[config.mk]
export PLATFORM = sky130hd
export DESIGN_NAME = timed_supply_shutdown_controller
export DESIGN_NICKNAME = d
export VERILOG_FILES = /design/src/sv/tssc_pkg.sv /design/src/sv/tssc_core.sv /design/src/sv/tssc_outbuf.sv /design/src/sv/timed_supply_shutdown_controller.sv
export VERILOG_INCLUDE_DIRS = /design/src /design/src/sv
export SDC_FILE = /design/constraint.sdc
export NUM_CORES = 1
export LEC_CHECK = 0
export ABC_AREA = 1
export BUFFER_PORTS_ARGS = -buffer_cell sky130_fd_sc_hd__buf_4
export CORE_MARGIN = 2
export CORE_UTILIZATION = 61
export DETAILED_ROUTE_END_ITERATION = 12
export GPL_ROUTABILITY_DRIVEN = 0
export PLACE_DENSITY_LB_ADDON = 0.15
export SYNTH_ARGS = -nofsm -noshare
export SYNTH_HDL_FRONTEND = slang
export SYNTH_SLANG_ARGS = --single-unit
[constraint.sdc]
create_clock -name clk -period 3.91 [get_ports clk]
set_input_delay 0.5865 -clock clk [delete_from_list [all_inputs] [get_ports clk]]
set_output_delay 0.5865 -clock clk [all_outputs]
set_load 0.1 [all_outputs]
[src/sv/timed_supply_shutdown_controller_macros.svh]
// Assertion macros shared by the supply shutdown controller RTL.
// Included by files that carry concurrent checks; clocked on clk, reset rst.
`ifndef TIMED_SUPPLY_SHUTDOWN_CONTROLLER_MACROS_SVH
`define TIMED_SUPPLY_SHUTDOWN_CONTROLLER_MACROS_SVH
`ifndef SYNTHESIS
// Check that holds outside of reset.
`define TSSC_ASSERT(lbl, prop, msg) \
  lbl: assert property (@(posedge clk) disable iff (rst) prop) else $error(msg);
// Check that holds at every edge, reset included.
`define TSSC_ASSERT_ALWAYS(lbl, prop, msg) \
  lbl: assert property (@(posedge clk) prop) else $error(msg);
`else
`define TSSC_ASSERT(lbl, prop, msg)
`define TSSC_ASSERT_ALWAYS(lbl, prop, msg)
`endif
`endif

[src/sv/tssc_pkg.sv]
// Package for the timed supply shutdown controller: event codes, phase codes,
// register indexes, character constants and the item and result structs.
`timescale 1ns / 1ps

package tssc_pkg;

  // Event codes.
  localparam logic [2:0] OP_ADDR_MATCH = 3'd0;
  localparam logic [2:0] OP_RX_BYTE    = 3'd1;
  localparam logic [2:0] OP_STOP       = 3'd2;
  localparam logic [2:0] OP_TICK       = 3'd3;
  localparam logic [2:0] OP_WD_WAKE    = 3'd4;
  localparam logic [2:0] OP_PIN_WAKE   = 3'd5;

  // Supply phases.
  localparam logic [1:0] PH_IDLE = 2'd0;
  localparam logic [1:0] PH_WAIT = 2'd1;
  localparam logic [1:0] PH_OFF  = 2'd2;

  // Configuration register indexes.
  localparam logic [1:0] CFG_CLIENT_ADDRESS = 2'd0;
  localparam logic [1:0] CFG_WAIT_SECONDS   = 2'd1;
  localparam logic [1:0] CFG_FRAME_LENGTH   = 2'd2;

  localparam logic [6:0]  CLIENT_ADDRESS_RST = 7'd0;
  localparam logic [12:0] WAIT_SECONDS_RST   = 13'd30;
  localparam logic [4:0]  FRAME_LENGTH_RST   = 5'd8;

  // Seconds between watchdog wakes.
  localparam int unsigned WAKE_PERIOD_S = 8;

  localparam logic [7:0] CHAR_S = 8'h53;
  localparam logic [7:0] CHAR_0 = 8'h30;
  localparam logic [7:0] CHAR_9 = 8'h39;

  localparam logic [15:0] COUNT_MAX = 16'hFFFF;

  typedef struct packed {
    logic [2:0] opcode;
    logic [6:0] bus_address;
    logic       write_direction;
    logic [7:0] data_byte;
  } tssc_item_t;

  typedef struct packed {
    logic        regulator_on;
    logic [1:0]  phase;
    logic        frame_done;
    logic        command_valid;
    logic [15:0] off_duration;
  } tssc_result_t;

endpackage

[src/sv/tssc_core.sv]
// Event decoder and state registers of the supply shutdown controller.
// Holds the configuration registers; depends on tssc_pkg.
`timescale 1ns / 1ps

module tssc_core
  import tssc_pkg::*;
(
  input  logic         clk,
  input  logic         rst,
  input  logic         cfg_write,
  input  logic [1:0]   cfg_index,
  input  logic [15:0]  cfg_data,
  input  logic         item_accept,
  input  tssc_item_t   item,
  output tssc_result_t result
);

  logic [6:0]  client_address;
  logic [12:0] wait_seconds;
  logic [4:0]  frame_length;

  logic [1:0]  phase_reg, phase_next;
  logic        client_selected, client_selected_next;
  logic [4:0]  byte_count, byte_count_next;
  logic        header_ok, header_ok_next;
  logic [15:0] digit_accumulator, digit_accumulator_next;
  logic [15:0] duration_reg, duration_reg_next;
  logic        wait_armed, wait_armed_next;
  logic [15:0] tick_count, tick_count_next;
  logic [15:0] wake_count, wake_count_next;

  logic        frame_done, command_valid;
  logic [4:0]  frame_len, count_inc;
  logic        is_digit;
  logic [15:0] acc_times_ten;
  logic [16:0] target_raw;
  logic [15:0] target;
  logic [15:0] tick_inc, tick_after, wake_inc, wake_thresh;

  always_ff @(posedge clk) begin
    if (rst) begin
      client_address <= CLIENT_ADDRESS_RST;
      wait_seconds   <= WAIT_SECONDS_RST;
      frame_length   <= FRAME_LENGTH_RST;
    end else if (cfg_write) begin
      unique case (cfg_index)
        CFG_CLIENT_ADDRESS: client_address <= cfg_data[6:0];
        CFG_WAIT_SECONDS:   wait_seconds   <= cfg_data[12:0];
        CFG_FRAME_LENGTH:   frame_length   <= cfg_data[4:0];
        default: ;
      endcase
    end
  end

  always_comb begin
    frame_len     = (frame_length == 5'd0) ? 5'd1 : frame_length;
    count_inc     = byte_count + 5'd1;
    is_digit      = (item.data_byte >= CHAR_0) && (item.data_byte <= CHAR_9);
    acc_times_ten = {digit_accumulator[12:0], 3'b000} + {digit_accumulator[14:0], 1'b0};
    target_raw    = {1'b0, wait_seconds, 3'b000} + {3'b000, wait_seconds, 1'b0};
    target        = target_raw[16] ? COUNT_MAX : target_raw[15:0];
    tick_inc      = (tick_count == COUNT_MAX) ? tick_count : tick_count + 16'd1;
    wake_inc      = (wake_count == COUNT_MAX) ? wake_count : wake_count + 16'd1;
    wake_thresh   = 16'(duration_reg / WAKE_PERIOD_S);
    tick_after    = tick_count;

    phase_next             = phase_reg;
    client_selected_next   = client_selected;
    byte_count_next        = byte_count;
    header_ok_next         = header_ok;
    digit_accumulator_next = digit_accumulator;
    duration_reg_next      = duration_reg;
    wait_armed_next        = wait_armed;
    tick_count_next        = tick_count;
    wake_count_next        = wake_count;
    frame_done             = 1'b0;
    command_valid          = 1'b0;

    unique case (item.opcode)
      OP_ADDR_MATCH: begin
        if (phase_reg != PH_OFF && item.write_direction &&
            item.bus_address == client_address) begin
          client_selected_next = 1'b1;
        end
      end
      OP_RX_BYTE: begin
        if (phase_reg != PH_OFF && client_selected) begin
          if (byte_count == 5'd0) begin
            header_ok_next         = (item.data_byte == CHAR_S);
            digit_accumulator_next = 16'd0;
          end else if (is_digit) begin
            digit_accumulator_next = acc_times_ten + {12'd0, item.data_byte[3:0]};
          end
          if (count_inc >= frame_len) begin
            frame_done      = 1'b1;
            command_valid   = header_ok_next;
            byte_count_next = 5'd0;
            if (header_ok_next) begin
              duration_reg_next = digit_accumulator_next;
              phase_next        = PH_WAIT;
              wait_armed_next   = 1'b0;
              tick_count_next   = 16'd0;
            end else if (phase_reg == PH_WAIT) begin
              // A bad frame cancels the pending shutdown.
              phase_next      = PH_IDLE;
              wait_armed_next = 1'b0;
              tick_count_next = 16'd0;
            end
          end else begin
            byte_count_next = count_inc;
          end
        end
      end
      OP_STOP: begin
        if (phase_reg != PH_OFF) begin
          byte_count_next        = 5'd0;
          header_ok_next         = 1'b0;
          digit_accumulator_next = 16'd0;
        end
      end
      OP_TICK: begin
        if (phase_reg == PH_WAIT) begin
          // The first tick only arms the wait so a partial period is not counted.
          if (wait_armed) begin
            tick_after = tick_inc;
          end else begin
            wait_armed_next = 1'b1;
          end
          if (tick_after >= target) begin
            phase_next      = PH_OFF;
            wait_armed_next = 1'b0;
            tick_count_next = 16'd0;
            wake_count_next = 16'd0;
          end else begin
            tick_count_next = tick_after;
          end
        end
      end
      OP_WD_WAKE: begin
        if (phase_reg == PH_OFF) begin
          if (wake_inc >= wake_thresh) begin
            phase_next      = PH_IDLE;
            wake_count_next = 16'd0;
          end else begin
            wake_count_next = wake_inc;
          end
        end
      end
      OP_PIN_WAKE: begin
        if (phase_reg == PH_OFF) begin
          phase_next = PH_IDLE;
        end
        wake_count_next = 16'd0;
      end
      default: ;
    endcase

    result.regulator_on  = (phase_next != PH_OFF);
    result.phase         = phase_next;
    result.frame_done    = frame_done;
    result.command_valid = command_valid;
    result.off_duration  = duration_reg_next;
  end

  always_ff @(posedge clk) begin
    if (rst) begin
      phase_reg         <= PH_IDLE;
      client_selected   <= 1'b0;
      byte_count        <= 5'd0;
      header_ok         <= 1'b0;
      digit_accumulator <= 16'd0;
      duration_reg      <= 16'd0;
      wait_armed        <= 1'b0;
      tick_count        <= 16'd0;
      wake_count        <= 16'd0;
    end else if (item_accept) begin
      phase_reg         <= phase_next;
      client_selected   <= client_selected_next;
      byte_count        <= byte_count_next;
      header_ok         <= header_ok_next;
      digit_accumulator <= digit_accumulator_next;
      duration_reg      <= duration_reg_next;
      wait_armed        <= wait_armed_next;
      tick_count        <= tick_count_next;
      wake_count        <= wake_count_next;
    end
  end

endmodule

[src/sv/tssc_outbuf.sv]
// Two-entry result buffer: an output register backed by a skid register.
// Depends on tssc_pkg and the assertion macro header.
`timescale 1ns / 1ps
`include "timed_supply_shutdown_controller_macros.svh"

module tssc_outbuf
  import tssc_pkg::*;
(
  input  logic         clk,
  input  logic         rst,
  input  logic         push,
  input  tssc_result_t push_data,
  output logic         has_room,
  output logic         out_valid,
  input  logic         out_ready,
  output tssc_result_t out_data
);

  logic         head_valid;
  tssc_result_t head_data;
  logic         skid_valid;
  tssc_result_t skid_data;
  logic         pop;

  assign pop       = head_valid && out_ready;
  assign has_room  = !skid_valid;
  assign out_valid = head_valid;
  assign out_data  = head_data;

  always_ff @(posedge clk) begin
    if (rst) begin
      head_valid <= 1'b0;
      skid_valid <= 1'b0;
    end else begin
      priority if (skid_valid && pop) begin
        head_valid <= 1'b1;
        skid_valid <= 1'b0;
      end else if (push && head_valid && !pop) begin
        skid_valid <= 1'b1;
      end else begin
        head_valid <= push || (head_valid && !pop);
      end
    end
  end

  always_ff @(posedge clk) begin
    if (skid_valid && pop) begin
      head_data <= skid_data;
    end else if (push && (!head_valid || pop)) begin
      head_data <= push_data;
    end
    if (push && head_valid && !pop) begin
      skid_data <= push_data;
    end
  end

  `TSSC_ASSERT_ALWAYS(a_skid_behind_head, (skid_valid |-> head_valid), "skid without head")
  `TSSC_ASSERT(a_stall_fills_skid, (push && head_valid && !out_ready |=> skid_valid), "lost beat")
  `TSSC_ASSERT(a_skid_drains, (skid_valid && out_ready |=> head_valid && !skid_valid), "skid stuck")

endmodule

[src/sv/timed_supply_shutdown_controller.sv]
// Top level of the timed supply shutdown controller.
// Instantiates tssc_core and tssc_outbuf; depends on tssc_pkg.
`timescale 1ns / 1ps

// Channel  Direction  Handshake               Payload
// in       input      in_valid / in_ready     opcode, bus_address, write_direction, data_byte
// out      output     out_valid / out_ready   regulator_on, phase, frame_done,
//                                             command_valid, off_duration
// cfg      input      cfg_valid / cfg_ready   cfg_index, cfg_data
//
// Every input beat is decoded combinationally and produces exactly one result beat,
// so the block sustains one item per clock while the result buffer has room; the
// decode logic in tssc_core is the only stage between the state registers and the result register.
// A two-entry result buffer lets a new beat enter while a result waits; in_ready
// drops only when both entries are full. cfg_ready is always high.
// Synchronous reset restores all state and configuration to its reset values.

module timed_supply_shutdown_controller
  import tssc_pkg::*;
(
  input  logic        clk,
  input  logic        rst,
  // Configuration writes.
  input  logic        cfg_valid,
  output logic        cfg_ready,
  input  logic [1:0]  cfg_index,
  input  logic [15:0] cfg_data,
  // Event beats.
  input  logic        in_valid,
  output logic        in_ready,
  input  logic [2:0]  opcode,
  input  logic [6:0]  bus_address,
  input  logic        write_direction,
  input  logic [7:0]  data_byte,
  // Result beats.
  output logic        out_valid,
  input  logic        out_ready,
  output logic        regulator_on,
  output logic [1:0]  phase,
  output logic        frame_done,
  output logic        command_valid,
  output logic [15:0] off_duration
);

  tssc_item_t   item;
  tssc_result_t next_result;
  tssc_result_t out_data;
  logic         item_accept;
  logic         has_room;

  // Registers are written whenever asked; software must write only while idle (unenforced).
  assign cfg_ready = 1'b1;

  assign in_ready    = has_room;
  assign item_accept = in_valid && has_room;

  assign item = {opcode, bus_address, write_direction, data_byte};

  // The core updates its state on each accepted beat and presents the result
  // of that beat combinationally so the buffer can capture it the same edge.
  tssc_core u_core (
    .clk         (clk),
    .rst         (rst),
    .cfg_write   (cfg_valid),
    .cfg_index   (cfg_index),
    .cfg_data    (cfg_data),
    .item_accept (item_accept),
    .item        (item),
    .result      (next_result)
  );

  tssc_outbuf u_outbuf (
    .clk       (clk),
    .rst       (rst),
    .push      (item_accept),
    .push_data (next_result),
    .has_room  (has_room),
    .out_valid (out_valid),
    .out_ready (out_ready),
    .out_data  (out_data)
  );

  assign regulator_on  = out_data.regulator_on;
  assign phase         = out_data.phase;
  assign frame_done    = out_data.frame_done;
  assign command_valid = out_data.command_valid;
  assign off_duration  = out_data.off_duration;

endmodule

==> metrics <==
TritonCTS clock tree yes; CP endpoint kind register; worst slew pin tran between 1 and 1.5 ns; Buffers on Ports 61; Sw Share 0.314; H-tree level count 4; Cell Int Power 0.00262 W; Tmin final about 3.6 ns; worst min path class primary input to register; Synth Register Bits about 140; Core Area 14,500 sq um; GRT overflow 0; worst setup path startpoint u_core.wait_seconds[0]$_SDFFE_PP0P_; filler cell count about 1,200; sequential area share after synthesis 0.363; largest net degree at the start of global routing 64; Clk pwr share 0.429; sequential share of power 0.422; wire length on met2 9.70 mm; cell accounting for the most synthesized area dfxtp_1; Synth Cell Area 9060 sq um; synth top area cells dfxtp_1 (22%), edfxtp_1 (14%), ha_1 (10%); area of the multi-input gates a little over 5000 sq um; final layout net count 1,414; M1 WL 9.89 mm; ys async rst share 0; Max-Cap Viols 0; P_sw ~0.0012 W; CP Launch Type register; CP Class register to register; DRT antenna net count 0; first-pass GRT wire length approximately 35 mm; DIE HEIGHT 126 microns; Logic pwr share 0.149; wire length per cell 14.2 microns; starting density of the core 0.623; DP Wirelength 15.0 mm; TritonCTS Buffers 17; Row Count 44; register area 3290 sq um; Vias 8,339; status completed; io pins 66; initial antenna violation count 0; met3 WL 1.30 mm; pwr dens roughly 370 nW/um^2; CP required 4.10 ns; top fanout value on the critical path 4; Top FF cell, synth dfxtp_1; Slew Limit Fails 0; clock sinks 143; Fin. Hold Viols 0; Setup-failing EPs final 0; clock transition at the registers of the reported paths approximately 0.07 ns; Die W 126 microns; final WL 21.1 mm; Post-synth EDFFs 42; YS warnings 0; Post-Synthesis Cells 1,233; clk_skew between 0.01 and 0.015 ns; total power 0.00382 W; Leak 4.68 nW; DR top layer met4; Slew headroom 0.306; drc violations 0; ant diodes 0; Critical Path AT around 3.8 ns; Post-Syn Nets around 1,400; Synth cell types 48; worst skew pair latency 0.44 ns; die area 15,800 sq um; hold_ws 0.383 ns; Max VDD drop ~0.36 mV; fin crit share 0.927; worst r2r src u_core.wait_seconds[0]$_SDFFE_PP0P_; f_max 276 MHz; number of vias per cell 5.59; synthesis-to-layout area growth 14.7%; vias in the first global route 7,669; min-delay src cfg_data[6]; Max Buffers Root-to-Sink 2; CTS root buf clkbuf_16; initial drt markers 734; Yosys top cell area share 0.223; layout cell share with drive strength beyond 1 0.118; all-layer global routing usage 0.270; Avg Cell Area, Syn 7.34 sq um; drt first pass iters 5
[power groups by stage]
stage | registers (W) | logic [W] | clock network, W
4_1_cts | 0.00161 | 0.000564 | 0.00165
3_3_place_gp | 0.00164 | 0.000546 | 0
6_report | 0.00161 | 0.000571 | 0.00164
3_5_place_dp | 0.00165 | 0.000557 | 0
5_1_grt | 0.00162 | 0.000625 | 0.00172
2_1_floorplan | 0.00178 | 0.000277 | 0
[logic make-up after synthesis]
kind of cell / share of synthesized area
AO/OA/AOI/OAI: 0.148
buffers and inverters: 0.0801
flip-flops: 0.363
other: 0.000414
adder cells (fa/ha/maj): 0.110
XOR/XNOR: 0.0406
AND/OR/NAND/NOR: 0.258
[layout by cell type (no fill, tap or decap), types with 8 or more instances in the layout]
cell / n
buf_4: 78
nand4_1: 25
nor3_1: 24
inv_1: 138
ha_1: 74
nor2_1: 133
edfxtp_1: 42
xnor2_1: 13
clkbuf_16: 17
xor2_1: 29
or2_2: 8
nand2_1: 243
o21ai_1: 19
nand3_1: 84
a21oi_1: 113
dfxtp_1: 99
o21ai_0: 68
[Yosys cell counts, types with 4 or more instances]
cell and instances:
o211ai_1 5, ha_1 75, nand4_1 25, buf_2 5, clkbuf_1 26, dfxtp_1 101
nand3_1 84, o2111ai_1 4, o21ai_0 72, nor2_1 136, a22oi_1 7, nor3_1 26
inv_1 138, xor2_1 29, nand2_1 243, nor2_2 5, or2_2 8, o21bai_1 5
xnor2_1 13, edfxtp_1 42, o21ai_1 16, o21ai_2 5, a21oi_1 116
[repair_timing]
| action | CTS | global route |
|---|---|---|
| setup buffers | 0 | 2 |
| gates resized for setup | 1 | 15 |
| pin swaps | 0 | 4 |
| hold buffers | 0 | 0 |
| endpoints found under the setup margin | 21 | 41 |
| gates cloned | 0 | 0 |
| endpoints found under the hold margin | 0 | 0 |
[worst max-delay path, cell delays in order, from the launching register on]
cell and delay (ns):
dfxtp_1 0.35, ha_1 0.24, fa_2 0.37, nand3_1 0.09
nand2_1 0.11, a21oi_2 0.18, o21ai_1 0.11, a21oi_1 0.15
nor2_1 0.06, xor2_1 0.14, nor2_1 0.12, ha_1 0.25
nand2_1 0.10, inv_1 0.05, nand3_1 0.11, inv_1 0.08
a21oi_2 0.17, nand3_1 0.10, nand2_1 0.07, nand2_1 0.04
o21ai_1 0.12, nand3_1 0.21, nand2_1 0.11, nand2_1 0.06
[cell type report]
type / instances / area share
Timing Repair Buffer: 80 / 0.0594
Clock buffer: 17 / 0.0410
Sequential cell: 143 / 0.316
Multi-Input combinational cell: 907 / 0.490
Inverter: 145 / 0.0527
Tap cell: 184 / 0.0222
Clock inverter: 15 / 0.0182
[per-stage QoR]
stage | setup TNS (ns) | util | instances | worst slack [ns] | cell area (sq um)
3_3_place_gp | 0 | 0.668 | 1457 | 0.00515 | 9700
2_1_floorplan | 0 | - | 1233 | 0.467 | 9060
6_report | 0 | 0.714 | 1491 | 0.285 | 10400
4_1_cts | 0 | 0.710 | 1489 | 0.0820 | 10300
3_5_place_dp | -1.44 | 0.668 | 1457 | -0.105 | 9700
5_1_grt | -0.0803 | 0.714 | 1491 | -0.0456 | 10400
[per-layer routing]
layer / GRT usage / vias to the layer above
li1: - / 4258
met1: 0.372 / 3834
met2: 0.438 / 224
met3: 0.0480 / 23
met4: 0.0776 / 0
met5: 0 / -
[path summary, 6_finish.rpt]
check | end | slack (ns) | depth (start not counted)
max | u_outbuf.out_data[19]$_DFFE_PP_ | 0.29 | 23
min | u_core.client_address[6]$_SDFFE_PP0P_ | 0.38 | 3
max reg2reg | u_outbuf.out_data[19]$_DFFE_PP_ | 0.29 | 23
min reg2reg | u_core.frame_length[0]$_SDFFE_PP0P_ | 0.47 | 2
Note: power is estimated with default switching activity, not from simulation.
